### src/hdl/etct_pkg.sv
// Shared types and constants for the electron / tau-jet cross trigger.
// No dependencies.
package etct_pkg;

  localparam int MAX_ELECTRONS = 16;
  localparam int MAX_JETS      = 16;

  localparam int ELE_CW = $clog2(MAX_ELECTRONS + 1);
  localparam int JET_CW = $clog2(MAX_JETS + 1);
  localparam int ELE_AW = (MAX_ELECTRONS > 1) ? $clog2(MAX_ELECTRONS) : 1;
  localparam int JET_AW = (MAX_JETS > 1) ? $clog2(MAX_JETS) : 1;
  localparam int IDX_W  = (ELE_CW > JET_CW) ? ELE_CW : JET_CW;

  localparam int ET_W   = 12;
  localparam int ETA_W  = 11;
  localparam int PHI_W  = 9;
  localparam int BX_W   = 4;
  localparam int CUT_W  = 10;
  localparam int DR_W   = 16;
  localparam int DE_SQ_W = 2 * ETA_W;
  localparam int DP_SQ_W = 2 * PHI_W;
  localparam int SUM_W   = DE_SQ_W + 1;

  localparam int CFG_IDX_W  = 3;
  localparam int CFG_DATA_W = 16;

  localparam logic [ETA_W-1:0] ETA_TOP  = ETA_W'(1344);
  localparam logic [PHI_W-1:0] PHI_HALF = PHI_W'(201);
  localparam logic [PHI_W-1:0] PHI_FULL = PHI_W'(402);

  localparam logic [1:0] ACT_ELE = 2'd0;
  localparam logic [1:0] ACT_JET = 2'd1;
  localparam logic [1:0] ACT_END = 2'd2;

  localparam logic [CFG_IDX_W-1:0] CFG_ELE_ET_MIN  = 3'd0;
  localparam logic [CFG_IDX_W-1:0] CFG_TAU_ET_MIN  = 3'd1;
  localparam logic [CFG_IDX_W-1:0] CFG_ELE_ETA_CUT = 3'd2;
  localparam logic [CFG_IDX_W-1:0] CFG_TAU_ETA_CUT = 3'd3;
  localparam logic [CFG_IDX_W-1:0] CFG_DR_SQ_MIN   = 3'd4;

  typedef struct packed {
    logic [1:0]             action;
    logic [ET_W-1:0]        et;
    logic [ETA_W-1:0]       eta;
    logic [PHI_W-1:0]       phi;
    logic signed [BX_W-1:0] bx;
    logic                   is_tau;
    logic                   zero_bias;
  } in_t;

  typedef struct packed {
    logic fire;
    logic overflow;
  } out_t;

  // one stored object position
  typedef struct packed {
    logic [ETA_W-1:0] eta;
    logic [PHI_W-1:0] phi;
  } pt_t;

endpackage

### src/hdl/etct_ram.sv
// Generic single-write, single-read RAM with registered read data.
// No dependencies.
module etct_ram #(
  parameter int WIDTH = 8,
  parameter int DEPTH = 16,
  parameter int AW    = (DEPTH > 1) ? $clog2(DEPTH) : 1
) (
  input  logic             clk,
  input  logic             we,
  input  logic [AW-1:0]    waddr,
  input  logic [WIDTH-1:0] wdata,
  input  logic [AW-1:0]    raddr,
  output logic [WIDTH-1:0] rdata
);

  logic [WIDTH-1:0] mem [DEPTH];

  always_ff @(posedge clk) begin
    if (we) begin
      mem[waddr] <= wdata;
    end
    rdata <= mem[raddr];
  end

endmodule

### src/hdl/etct_dist.sv
// Pipelined squared delta-R unit, shared by every pair comparison.
// Depends on etct_pkg.
module etct_dist
  import etct_pkg::*;
(
  input  logic            clk,
  input  logic            rst_n,
  input  logic            in_vld,
  input  pt_t             pt_a,
  input  pt_t             pt_b,
  input  logic [DR_W-1:0] dr_sq_min,
  output logic            hit,
  output logic            busy
);

  logic               v1_r, v2_r;
  logic [ETA_W-1:0]   deta_r;
  logic [PHI_W-1:0]   dphi_r;
  logic [DE_SQ_W-1:0] de_sq_r;
  logic [DP_SQ_W-1:0] dp_sq_r;
  logic [ETA_W-1:0]   deta_nxt;
  logic [PHI_W-1:0]   dp_raw, dphi_nxt;
  logic [SUM_W-1:0]   sum;

  always_comb begin
    deta_nxt = (pt_a.eta > pt_b.eta) ? pt_a.eta - pt_b.eta : pt_b.eta - pt_a.eta;
    dp_raw   = (pt_a.phi > pt_b.phi) ? pt_a.phi - pt_b.phi : pt_b.phi - pt_a.phi;
    // wrap at pi
    if (dp_raw > PHI_HALF) begin
      dphi_nxt = (dp_raw > PHI_FULL) ? dp_raw - PHI_FULL : PHI_FULL - dp_raw;
    end else begin
      dphi_nxt = dp_raw;
    end
  end

  always_ff @(posedge clk) begin
    if (!rst_n) begin
      v1_r <= 1'b0;
      v2_r <= 1'b0;
    end else begin
      v1_r <= in_vld;
      v2_r <= v1_r;
    end
  end

  always_ff @(posedge clk) begin
    deta_r  <= deta_nxt;
    dphi_r  <= dphi_nxt;
    de_sq_r <= DE_SQ_W'(deta_r) * DE_SQ_W'(deta_r);
    dp_sq_r <= DP_SQ_W'(dphi_r) * DP_SQ_W'(dphi_r);
  end

  assign sum  = SUM_W'(de_sq_r) + SUM_W'(dp_sq_r);
  assign hit  = v2_r && (sum > SUM_W'(dr_sq_min));
  assign busy = v1_r || v2_r;

endmodule

### src/hdl/electron_tau_cross_trigger.sv
// Top level of the electron / tau-jet cross trigger: cuts, object stores,
// sweep sequencer and result register. Depends on etct_pkg, etct_ram, etct_dist.
//
// Usage:
//   in_valid/in_stall/in_data carry electron, jet and end-of-event items.
//   out_valid/out_stall/out_data carry one fire/overflow result per event.
//   cfg_valid/cfg_ready/cfg_index/cfg_data write the cut registers; cfg_ready
//   is always high. Write them only while the block is idle.
// Sequencing:
//   A failing object, or one with nothing stored of the other kind, starts no
//   sweep. A qualifying object otherwise sweeps the stored objects of the other
//   kind: the sweep reads one stored object per cycle and feeds the two-stage
//   delta-R unit, then the drain state waits out the last read and both stages.
//   in_stall stays high during the sweep and drain.
//   An end item's result is shown in the cycle after the item is taken.
// Reset: synchronous, active low; cuts go to their defaults, counts and the
//   event flags clear. Store contents are not cleared (read only below count).
// Stall: a pending result is held while out_stall is high; object items are
//   still taken, but a further end item waits until the result leaves.
module electron_tau_cross_trigger
  import etct_pkg::*;
(
  input  logic                  clk,
  input  logic                  rst_n,
  input  logic                  in_valid,
  output logic                  in_stall,
  input  in_t                   in_data,
  output logic                  out_valid,
  input  logic                  out_stall,
  output out_t                  out_data,
  input  logic                  cfg_valid,
  output logic                  cfg_ready,
  input  logic [CFG_IDX_W-1:0]  cfg_index,
  input  logic [CFG_DATA_W-1:0] cfg_data
);

  typedef enum logic [1:0] {ST_IDLE, ST_SWEEP, ST_DRAIN} state_t;

  state_t           state_r;
  logic [ET_W-1:0]  ele_et_min_r, tau_et_min_r;
  logic [CUT_W-1:0] ele_eta_cut_r, tau_eta_cut_r;
  logic [DR_W-1:0]  dr_sq_min_r;

  logic [ELE_CW-1:0] ele_cnt_r;
  logic [JET_CW-1:0] jet_cnt_r;
  logic              pair_hit_r, dropped_r;
  logic [IDX_W-1:0]  idx_r, sweep_cnt_r;
  logic              kind_jet_r;   // 1: new object is a jet, sweep electron store
  logic              rd_valid_r;
  pt_t               obj_r;
  logic              out_valid_r;
  out_t              out_r;

  logic accept, ele_ok, jet_ok, qual_ele, qual_jet, end_acc;
  logic ele_we, jet_we, ele_full, jet_full;
  logic [IDX_W-1:0] other_cnt;
  pt_t  new_pt, ele_rd, jet_rd, stored_pt;
  logic dist_hit, dist_busy;

  assign accept = in_valid && !in_stall;
  assign in_stall = (state_r != ST_IDLE) ||
                    (out_valid_r && out_stall && in_data.action == ACT_END);

  always_comb begin
    ele_ok = (in_data.bx == '0) &&
             (in_data.eta >= ETA_W'(ele_eta_cut_r)) &&
             (in_data.eta <= ETA_TOP - ETA_W'(ele_eta_cut_r)) &&
             (in_data.et >= ele_et_min_r);
    jet_ok = (in_data.bx == '0) && in_data.is_tau &&
             (in_data.eta >= ETA_W'(tau_eta_cut_r)) &&
             (in_data.eta <= ETA_TOP - ETA_W'(tau_eta_cut_r)) &&
             (in_data.et >= tau_et_min_r);
  end

  assign qual_ele  = accept && (in_data.action == ACT_ELE) && ele_ok;
  assign qual_jet  = accept && (in_data.action == ACT_JET) && jet_ok;
  assign end_acc   = accept && (in_data.action == ACT_END);
  assign ele_full  = (ele_cnt_r == ELE_CW'(MAX_ELECTRONS));
  assign jet_full  = (jet_cnt_r == JET_CW'(MAX_JETS));
  assign ele_we    = qual_ele && !ele_full;
  assign jet_we    = qual_jet && !jet_full;
  assign other_cnt = qual_ele ? IDX_W'(jet_cnt_r) : IDX_W'(ele_cnt_r);
  assign new_pt    = '{eta: in_data.eta, phi: in_data.phi};

  etct_ram #(.WIDTH($bits(pt_t)), .DEPTH(MAX_ELECTRONS)) u_ele_ram (
    .clk   (clk),
    .we    (ele_we),
    .waddr (ele_cnt_r[ELE_AW-1:0]),
    .wdata (new_pt),
    .raddr (idx_r[ELE_AW-1:0]),
    .rdata (ele_rd)
  );

  etct_ram #(.WIDTH($bits(pt_t)), .DEPTH(MAX_JETS)) u_jet_ram (
    .clk   (clk),
    .we    (jet_we),
    .waddr (jet_cnt_r[JET_AW-1:0]),
    .wdata (new_pt),
    .raddr (idx_r[JET_AW-1:0]),
    .rdata (jet_rd)
  );

  assign stored_pt = kind_jet_r ? ele_rd : jet_rd;

  etct_dist u_dist (
    .clk       (clk),
    .rst_n     (rst_n),
    .in_vld    (rd_valid_r),
    .pt_a      (obj_r),
    .pt_b      (stored_pt),
    .dr_sq_min (dr_sq_min_r),
    .hit       (dist_hit),
    .busy      (dist_busy)
  );

  // configuration registers
  assign cfg_ready = 1'b1;

  always_ff @(posedge clk) begin
    if (!rst_n) begin
      ele_et_min_r  <= ET_W'(80);
      tau_et_min_r  <= ET_W'(80);
      ele_eta_cut_r <= CUT_W'(288);
      tau_eta_cut_r <= CUT_W'(288);
      dr_sq_min_r   <= DR_W'(1024);
    end else if (cfg_valid && cfg_ready) begin
      unique case (cfg_index)
        CFG_ELE_ET_MIN:  ele_et_min_r  <= cfg_data[ET_W-1:0];
        CFG_TAU_ET_MIN:  tau_et_min_r  <= cfg_data[ET_W-1:0];
        CFG_ELE_ETA_CUT: ele_eta_cut_r <= cfg_data[CUT_W-1:0];
        CFG_TAU_ETA_CUT: tau_eta_cut_r <= cfg_data[CUT_W-1:0];
        CFG_DR_SQ_MIN:   dr_sq_min_r   <= cfg_data[DR_W-1:0];
        default: ;
      endcase
    end
  end

  // sequencer, event state and result register
  always_ff @(posedge clk) begin
    if (!rst_n) begin
      state_r     <= ST_IDLE;
      ele_cnt_r   <= '0;
      jet_cnt_r   <= '0;
      pair_hit_r  <= 1'b0;
      dropped_r   <= 1'b0;
      rd_valid_r  <= 1'b0;
      out_valid_r <= 1'b0;
    end else begin
      rd_valid_r <= (state_r == ST_SWEEP);
      if (dist_hit) begin
        pair_hit_r <= 1'b1;
      end
      if (end_acc) begin
        out_valid_r <= 1'b1;
      end else if (!out_stall) begin
        out_valid_r <= 1'b0;
      end
      unique case (state_r)
        ST_IDLE: begin
          if (end_acc) begin
            out_r.fire     <= in_data.zero_bias && pair_hit_r;
            out_r.overflow <= dropped_r;
            ele_cnt_r      <= '0;
            jet_cnt_r      <= '0;
            pair_hit_r     <= 1'b0;
            dropped_r      <= 1'b0;
          end
          if (qual_ele || qual_jet) begin
            if (ele_we) begin
              ele_cnt_r <= ele_cnt_r + 1'b1;
            end
            if (jet_we) begin
              jet_cnt_r <= jet_cnt_r + 1'b1;
            end
            if ((qual_ele && ele_full) || (qual_jet && jet_full)) begin
              dropped_r <= 1'b1;
            end
            obj_r       <= new_pt;
            kind_jet_r  <= qual_jet;
            idx_r       <= '0;
            sweep_cnt_r <= other_cnt;
            if (other_cnt != '0) begin
              state_r <= ST_SWEEP;
            end
          end
        end
        ST_SWEEP: begin
          idx_r <= idx_r + 1'b1;
          if (idx_r + 1'b1 == sweep_cnt_r) begin
            state_r <= ST_DRAIN;
          end
        end
        ST_DRAIN: begin
          if (!rd_valid_r && !dist_busy) begin
            state_r <= ST_IDLE;
          end
        end
        default: state_r <= ST_IDLE;
      endcase
    end
  end

  assign out_valid = out_valid_r;
  assign out_data  = out_r;

endmodule

### config.mk
export PLATFORM = sky130hd
export DESIGN_NAME = electron_tau_cross_trigger
export DESIGN_NICKNAME = d
export VERILOG_FILES = /design/src/hdl/etct_pkg.sv /design/src/hdl/etct_ram.sv /design/src/hdl/etct_dist.sv /design/src/hdl/electron_tau_cross_trigger.sv
export SDC_FILE = /design/constraint.sdc
export NUM_CORES = 1
export LEC_CHECK = 0
export BUFFER_PORTS_ARGS = -buffer_cell sky130_fd_sc_hd__buf_2
export CAP_MARGIN = 15
export CORE_AREA = 2 2 372 374
export CTS_CLUSTER_DIAMETER = 150
export DETAILED_ROUTE_END_ITERATION = 8
export DIE_AREA = 0 0 374 376
export GPL_TIMING_DRIVEN = 1
export HOLD_SLACK_MARGIN = 0.15
export PLACE_DENSITY = 0.53
export SYNTH_ARGS = -nofsm -noshare
export SYNTH_HDL_FRONTEND = slang
export SYNTH_SLANG_ARGS = --single-unit
### constraint.sdc
create_clock -name clk -period 6.3 [get_ports clk]
set_clock_uncertainty 0.1 [all_clocks]
set_input_delay 0.945 -clock clk [delete_from_list [all_inputs] [get_ports clk]]
set_output_delay 0.945 -clock clk [all_outputs]
set_load 0.01 [all_outputs]
==> metrics.txt, run 1 <==
max-cap violations 0; chip height 376 um; antenna viol nets, final 0; Power Total 12800 uW; drt wl/cell 20.9 um; final setup TNS 0 ps; post-synthesis cell area 0.0408 sq mm; Worst setup SP type register; Detail Placement HPWL 63.5 mm; Max Slew Vio Count 0; LEAKAGE 0.0167 uW; area of the multi-input gates 0.0157 sq mm; via count 22889; P&R area growth vs syn 14.2%; number of enable flip-flop cells after synthesis 673; Hold Path Origin dropped_r$_SDFFE_PN0P_; total grt overflow 0; final RePlAce weighted congestion 0.832; CTS tree built; status complete, no violations; Post-CTS Resized 0; final worst slack 535 ps; root buffer cell clkbuf_16; largest area contributor in the netlist edfxtp_1; number of H-tree levels 3; async set-reset flop share out of synthesis 0; share of the synthesized area in the top cell type 0.495; Post-route DRC 0; top cells by area, synth edfxtp_1 49%, mux4_2 11%, dfxtp_1 8.6%, ha_1 7.1%, fa_1 5.0%; Num CTS Buffers 91; endpoint class of the critical path register; pre-CTS setup slack 591 ps; Syn Nets 3194; FF/Latch Area 0.0237 sq mm; clock slew at the register clock pins of the worst setup and hold paths 60 ps; pwr/cell area 275 mW/mm^2; Slew headroom 0.277; DRT Wirelength 99.9 mm; Mean Syn Cell Area 14.6 sq um; ant diodes 0; DP Area 0.0436 sq mm; All-Layer GR Usage 0.141; number of antenna violations at the first check in global routing 7; port bufs 67; Max VDD drop 0.189 mV; crit path time final 5760 ps; Die Width 374 um; clk sinks 849; final setup fails 0; sequential fraction of the synthesis area 0.581; top_reg_cell synth edfxtp_1; Crit. Startpoint u_dist.deta_r[5]$_DFF_P_; Worst EP arrival 6240 ps; clk_lat worst skew 650 ps; synthesis-stage register bit count 849; Nets 3310; drt pass-1 iters 5; vias per cell 4.79; vias in the first global route 23432; core area 0.137 sq mm; CP Data Required Time 6770 ps; RR Startpoint u_dist.deta_r[5]$_DFF_P_; min-delay worst type reg -> reg; CP max FO 11; Post-CTS Setup Bufs 0; Layout fillers 13154; CTS Hold Bufs 0; largest net degree at the start of global routing 91; Synth cell types 77; Starting Density 0.299; Fmax 0.173 GHz; Top Ports 69; fraction of layout cells with a size suffix above 1 0.170; Slew @ Worst Pin 1090 ps; first-pass GRT wire length 149 mm; Syn Inst Count 2795; period utilisation layout 0.915; final instance area 0.0467 sq mm; synth warn 0; CP Class reg -> reg; row count 136; clock buffer depth 3; Initial DRC Count 1795; Hold Vio Cnt, Final 0; unrepaired setup endpoints after global routing no; Die ar. 0.141 sq mm
-- path summary, 6_finish.rpt --
path                                 to  slack (ps)  cells past startpoint
max reg2reg  u_dist.de_sq_r[20]$_DFF_P_         540                     20
min reg2reg       out_data[0]$_DFFE_PP_         360                      0
min               out_data[0]$_DFFE_PP_         360                      0
max          u_dist.de_sq_r[20]$_DFF_P_         540                     20
-- sequential cells by signal, indices dropped and copies added (netlist names), 2 cells and up --
register,flops
tau_eta_cut_r,10
dr_sq_min_r,16
u_dist.dp_sq_r,17
ele_cnt_r,5
tau_et_min_r,12
state_r,2
u_dist.deta_r,11
jet_cnt_r,5
u_dist.dphi_r,9
u_dist.de_sq_r,21
ele_et_min_r,12
ele_eta_cut_r,10
u_jet_ram.mem,320
idx_r,5
out_data,2
u_ele_ram.rdata,20
u_jet_ram.rdata,20
obj_r,20
sweep_cnt_r,5
u_ele_ram.mem,320
-- Yosys cell counts (all sizes together), types with 3 or more instances --
cell     count
a211o        6
or3          8
a21oi      122
mux2i       31
inv        286
xnor2       64
a221oi       4
nor4        11
buf         18
a21o        40
o211ai      16
and2        67
and3        16
nand3b       5
nand4       23
fa         102
or4          4
and4        11
mux2        12
dfxtp      176
xor2        20
nor3        31
nor2b       28
nor2        84
clkbuf      84
o41ai        5
edfxtp     673
o2111ai      3
nand2b      14
nand2      205
nand3       33
o21ai       47
o31ai        5
a211oi      13
mux4       200
o21bai      15
a22oi        4
and4b        8
ha         233
a31o         3
nand4b       5
a31oi       10
or2          5
o21a        23
-- critical path, cell delays in order, from the launching register on --
cell and delay, ps:
dfxtp_1 570, nand2_1 140, fa_1 550, inv_1 70, fa_1 500, inv_1 50
fa_1 530, inv_1 50, fa_1 480, inv_1 50, fa_1 470, inv_1 40
ha_1 220, or3_1 410, o2111ai_1 270, nand3_1 130, a31oi_1 290, nor2b_1 80
o21a_1 190, o41ai_1 320, xnor2_1 160
-- cell usage in the layout, fill, tap and decap left out, drive strengths merged, types with 84 or more instances in the layout --
cell type,Yosys,layout
edfxtp,673,673
ha,233,233
a21oi,122,122
nor2,84,84
buf,18,125
fa,102,102
clkbuf,84,126
dfxtp,176,176
inv,286,289
nand2,205,205
mux4,200,200
-- layer usage --
metal,share of wire,GRT usage,wire (um),vias to the layer above
met1,0.44,0.187,44200,11738
met3,0.046,0.0242,4630,117
met4,0.023,0.0409,2340,8
li1,-,-,-,10581
met2,0.49,0.238,48700,445
met5,0.00052,0,52,-
-- layout make-up --
cell class | instances | share of cell area
well taps | 1794 | 0.0481
flip-flops and latches | 849 | 0.509
repair buffers | 125 | 0.0179
inverters | 286 | 0.0230
clock buffers | 126 | 0.0551
multi-input cells | 1558 | 0.336
clock inverters | 45 | 0.0111
-- report_power, final --
part	switching, uW	total (uW)	leakage (uW)	internal (uW)
logic	698	1210	0.00766	508
registers	42.3	6170	0.00752	6130
clock network	2260	5460	0.00150	3210
-- kinds of logic (layout without fill, tap and decap cells) --
family / Yosys count / in the layout / share of synthesized area
DFF: 849 / 849 / 0.581
and+or+nand+nor: 559 / 559 / 0.0683
buffers and inverters: 388 / 582 / 0.0363
AOI/OAI and AO/OA: 336 / 336 / 0.0538
adders and majority gates: 335 / 335 / 0.121
muxes: 243 / 243 / 0.121
xor gates and xnor gates: 84 / 84 / 0.0180
other: 1 / 1 / 0.0000918
-- through the flow --
step / std cells / hold WS [ps] / util
3_5_place_dp: 4612 / 341 / 0.319
6_report: 4783 / 355 / 0.341
3_3_place_gp: 4612 / 342 / 0.319
5_1_grt: 4783 / 375 / 0.341
4_1_cts: 4783 / 356 / 0.341
2_1_floorplan: 2795 / 254 / -
(Power assumes the default switching activity.)
==> run 2: changes to the inputs <==
--- a/config.mk
+++ b/config.mk
@@ -14,6 +14,7 @@
 export GPL_TIMING_DRIVEN = 1
 export HOLD_SLACK_MARGIN = 0.15
 export PLACE_DENSITY = 0.53
+export RECOVER_POWER = 25
 export SYNTH_ARGS = -nofsm -noshare
 export SYNTH_HDL_FRONTEND = slang
 export SYNTH_SLANG_ARGS = --single-unit
==> metrics.txt, run 2 (synthesized netlist as in run 1, its figures left out) <==
CP Class reg -> reg; sequential share of power 0.481; drt pass-1 iters 6; Initial DRC Count 1726; final setup fails 0; Die ar. 0.141 sq mm; Nets 3310; final worst slack 533 ps; final RePlAce weighted congestion 0.832; clk sinks 849; Slew @ Worst Pin 1630 ps; FF/Latch Area 0.0237 sq mm; Max VDD drop 0.189 mV; WL met3 4.86 mm; CTS tree built; LEAKAGE 0.0166 uW; Crit path max-delay family adder cells; unrepaired setup endpoints after global routing no; Crit path buffers/inverters 5; DRT Wirelength 99.8 mm; max layer used met5; row count 136; period utilisation layout 0.915; Fmax 0.173 GHz; sw frac 0.233; CP max FO 11; Post-route DRC 0; Hold Vio Cnt, Final 0; port bufs 67; fraction of layout cells with a size suffix above 1 0.163; All-Layer GR Usage 0.141; Die Width 374 um; endpoint class of the critical path register; Clk network pwr share 0.425; largest registers u_ele_ram.mem: 320 flops, u_jet_ram.mem: 320 flops, u_dist.de_sq_r: 21 flops; via count 22884; core area 0.137 sq mm; Worst EP arrival 6240 ps; max-cap violations 7; P&R area growth vs syn 14.2%; final setup TNS 0 ps; clock slew at the register clock pins of the worst setup and hold paths 60 ps; min-delay worst type reg -> reg; Post-CTS Resized 0; chip height 376 um; Power Total 12800 uW; internal power 9840 uW; Psw 2990 uW; vias in the first global route 23432; met2 routed WL 48.5 mm; most common cell after layout, fill and taps aside edfxtp_1; total grt overflow 0; clk_lat worst skew 650 ps; Top Ports 69; crit-path max cell delay 570 ps; area of the multi-input gates 0.0157 sq mm; crit path cell chain nand2_1, fa_1, inv_1, fa_1, inv_1, fa_1, inv_1, fa_1, inv_1, fa_1, inv_1, ha_1, or3_1, o2111ai_1, nand3_1, a31oi_1, nor2b_1, o21a_1, o41ai_1, xnor2_1; root buffer cell clkbuf_16; Detail Placement HPWL 63.5 mm; CTS Hold Bufs 0; Num CTS Buffers 91; first-pass GRT wire length 149 mm; Post-CTS Setup Bufs 0; status finished with violations; largest net degree at the start of global routing 91; Layout fillers 13164; WHS 354 ps; Starting Density 0.299; violated checks capacitance limit, slew limit; vias per cell 4.78; CP Data Required Time 6770 ps; met1 wire length 43.8 mm; antenna viol nets, final 0; clock buffer depth 3; commonest non-fill, non-tap cells in the layout 673 x edfxtp_1, 285 x inv_1, 233 x ha_1; drt wl/cell 20.9 um; CP max-delay cell dfxtp_1; number of H-tree levels 3; Max Slew Vio Count 228; pwr/cell area 275 mW/mm^2; Logic pwr share 0.094; crit path time final 5770 ps; number of antenna violations at the first check in global routing 6; Slew headroom -0.0838; pre-CTS setup slack 591 ps; Worst setup SP type register
## run 2: cell count changes in the layout (fill, tap and decap cells not counted), sizes merged
cell    delta
buf       -20
diode      +1
clkbuf    +20
## run 2: cell type report
type / count / share of cell area
Antenna cell: 1 / 0.0000537
Clock buffer: 126 / 0.0552
Clock inverter: 45 / 0.0111
Inverter: 286 / 0.0230
Multi-Input combinational cell: 1558 / 0.336
Sequential cell: 849 / 0.509
Tap cell: 1794 / 0.0481
Timing Repair Buffer: 125 / 0.0172
## run 2: power by group through the flow
stage	registers [uW]	clock network, uW	logic, uW
after floorplan	6270	0	843
after global placement	6290	0	1210
after detailed placement	6290	0	1220
after CTS	6170	5600	1230
after global routing	6180	5820	1390
final	6170	5460	1200
## run 2: final timing paths
path / start / endpoint / slack (ps) / depth (start not counted)
worst max-delay path: u_dist.deta_r[5]$_DFF_P_ / u_dist.de_sq_r[20]$_DFF_P_ / 530 / 20
worst min-delay path: u_dist.v1_r$_SDFF_PN0_ / u_dist.v2_r$_SDFF_PN0_ / 350 / 1
worst max register to register: u_dist.deta_r[5]$_DFF_P_ / u_dist.de_sq_r[20]$_DFF_P_ / 530 / 20
worst min register to register: u_dist.v1_r$_SDFF_PN0_ / u_dist.v2_r$_SDFF_PN0_ / 350 / 1
## run 2: through the flow
stage                     utilization  cell area (sq um)  instances
after floorplan                     -              40800       2795
after CTS                       0.341              46700       4783
after detailed placement        0.319              43600       4612
after global placement          0.319              43600       4612
after global routing            0.341              46600       4783
final                           0.341              46600       4784
## run 2: layer usage
layer	up-vias	GRT usage
met4	6	0.0409
met1	11712	0.187
met5	-	0
met3	114	0.0242
li1	10578	-
met2	474	0.238
## run 2: worst register-to-register path: cells and delay by family (launching register included)
kind / cells / cell delay, ps
AO/OA/AOI/OAI: 4 / 1070
buffers and inverters: 5 / 260
adder cells (fa/ha/maj): 6 / 2750
XOR/XNOR: 1 / 160
AND/OR/NAND/NOR: 4 / 760
flip-flops: 1 / 570
==> run 3: changes to the inputs <==
==> constraint.sdc (replaced) <==
create_clock -name clk -period 6.7 [get_ports clk]
set_clock_uncertainty 0.1 [all_clocks]
set_input_delay 1.005 -clock clk [delete_from_list [all_inputs] [get_ports clk]]
set_output_delay 1.005 -clock clk [all_outputs]
set_load 0.01 [all_outputs]
==> metrics.txt, run 3 (synthesized netlist as in run 1, its figures left out) <==
status finished with violations; violated checks capacitance limit, slew limit; DP Area 0.0436 sq mm; WHS 343 ps; clk sinks 849; Post-CTS Resized 0; max-cap violations 13; CTS Hold Bufs 0; Layout fillers 13196; Nets 3310; port bufs 67; Initial DRC Count 2014; via count 22774; Crit path max-delay family adder cells; CTS tree built; Logic pwr share 0.094; CP Class reg -> reg; Post-route DRC 0; largest net degree at the start of global routing 117; Slew @ Worst Pin 1680 ps; chip height 376 um; drt wl/cell 20.9 um; drt pass-1 iters 5; CP max FO 11; number of H-tree levels 3; crit path cell chain nand2_1, fa_1, inv_1, fa_1, inv_1, fa_1, inv_1, fa_1, inv_1, fa_1, inv_1, ha_1, or3_1, o2111ai_1, nand3_1, a31oi_1, nor2b_1, o21a_1, o41ai_1, xnor2_1; row count 136; clk_lat worst skew 680 ps; Worst R2R Path Depth 20; Max VDD drop 0.194 mV; RR Startpoint u_dist.deta_r[5]$_DFF_P_; sw frac 0.238; Fmax 0.175 GHz; final instance area 0.0466 sq mm; Crit. Startpoint u_dist.deta_r[5]$_DFF_P_; fraction of layout cells with a size suffix above 1 0.164; Slew headroom -0.119; sequential share of power 0.484; min-delay worst type reg -> reg; Worst setup SP type register; Hold Path Origin dropped_r$_SDFFE_PN0P_; Die ar. 0.141 sq mm; Starting Density 0.299; crit path time final 5730 ps; vias in the first global route 23467; Post-CTS Setup Bufs 0; All-Layer GR Usage 0.143; vias per cell 4.76; antenna viol nets, final 0; final RePlAce weighted congestion 0.815; worst reg2reg setup slack 970 ps; WHS Endpoint out_data[0]$_DFFE_PP_; Max Slew Vio Count 342; hold path depth 0; most common cell after layout, fill and taps aside edfxtp_1; Detail Placement HPWL 64.2 mm; number of antenna violations at the first check in global routing 5; clock buffer depth 3; first-pass GRT wire length 151 mm; area of the multi-input gates 0.0157 sq mm; non-filler cells, final 4783; P&R area growth vs syn 14.1%; unrepaired setup endpoints after global routing no; Num CTS Buffers 91; pwr/cell area 257 mW/mm^2; CP max-delay cell dfxtp_1; placed cell count 4612; final setup fails 0; commonest non-fill, non-tap cells in the layout 673 x edfxtp_1, 285 x inv_1, 233 x ha_1; Crit path buffers/inverters 5; crit-path max cell delay 580 ps; largest registers u_ele_ram.mem: 320 flops, u_jet_ram.mem: 320 flops, u_dist.de_sq_r: 21 flops; Top Ports 69; pre-CTS setup slack 1030 ps; internal power 9150 uW; Worst EP arrival 6230 ps; core area 0.137 sq mm; root buffer cell clkbuf_16; endpoint class of the critical path register; Worst R2R End u_dist.de_sq_r[20]$_DFF_P_; CP Data Required Time 7210 ps; Die Width 374 um; FF/Latch Area 0.0237 sq mm; DRT Wirelength 100 mm; final setup TNS 0 ps; total grt overflow 0; Psw 2850 uW; period utilisation layout 0.855; Clk network pwr share 0.422; Hold Vio Cnt, Final 0; LEAKAGE 0.0166 uW; final worst slack 972 ps; clock slew at the register clock pins of the worst setup and hold paths 60 ps
run 3: changes by cell type in the layout (fill, tap and decap cells not counted), moves of 2 or more:
cell       delta
clkbuf_16     -2
bufinv_16     -3
buf_4         -4
clkinv_1      -3
buf_12        +2
clkbuf_8      +4
clkinv_2      +3
run 3: power by group through the flow:
stage	Combinational, uW	Sequential, uW	Clock, uW
after global routing	1320	5810	5390
after floorplan	793	5890	0
after global placement	1140	5920	0
final	1130	5810	5060
after detailed placement	1140	5920	0
after CTS	1150	5800	5200
run 3: worst reg2reg max path: stages, from the launching register on:
cell and delay, ps:
dfxtp_1 580, nand2_1 160, fa_1 550, inv_1 60, fa_1 500, inv_1 50
fa_1 530, inv_1 50, fa_1 470, inv_1 50, fa_1 470, inv_1 40
ha_1 220, or3_1 420, o2111ai_1 270, nand3_1 130, a31oi_1 280, nor2b_1 80
o21a_1 180, o41ai_1 310, xnor2_1 160
run 3: stage by stage:
step           total power (uW)  utilization
2_1_floorplan              6690            -
3_3_place_gp               7050        0.319
3_5_place_dp               7060        0.319
4_1_cts                   12200        0.341
5_1_grt                   12500        0.341
6_report                  12000        0.341
run 3: how the worst max path moves through the flow:
stage                                       endpoint  slack [ps]  depth (start not counted)
final                     u_dist.de_sq_r[20]$_DFF_P_         970                         20
after global routing      u_dist.de_sq_r[20]$_DFF_P_         590                         20
after CTS                 u_dist.de_sq_r[20]$_DFF_P_        1000                         20
after detailed placement  u_dist.de_sq_r[20]$_DFF_P_        1030                         20
after global placement    u_dist.de_sq_r[20]$_DFF_P_        1020                         20
after floorplan           u_dist.de_sq_r[20]$_DFF_P_        1360                         21
run 3: layout make-up:
class                   instances  area share
inverters                     286      0.0230
repair buffers                125      0.0176
clock inverters                43      0.0101
diodes                          1   0.0000537
flip-flops and latches        849       0.509
clock buffers                 127      0.0552
well taps                    1794      0.0482
multi-input cells            1558       0.337
run 3: routing by layer:
layer	vias up	global-route usage	wire, um
li1	10592	-	-
met1	11548	0.193	44900
met2	514	0.238	48400
met3	116	0.0248	4750
met4	4	0.0366	2160
met5	-	0	16
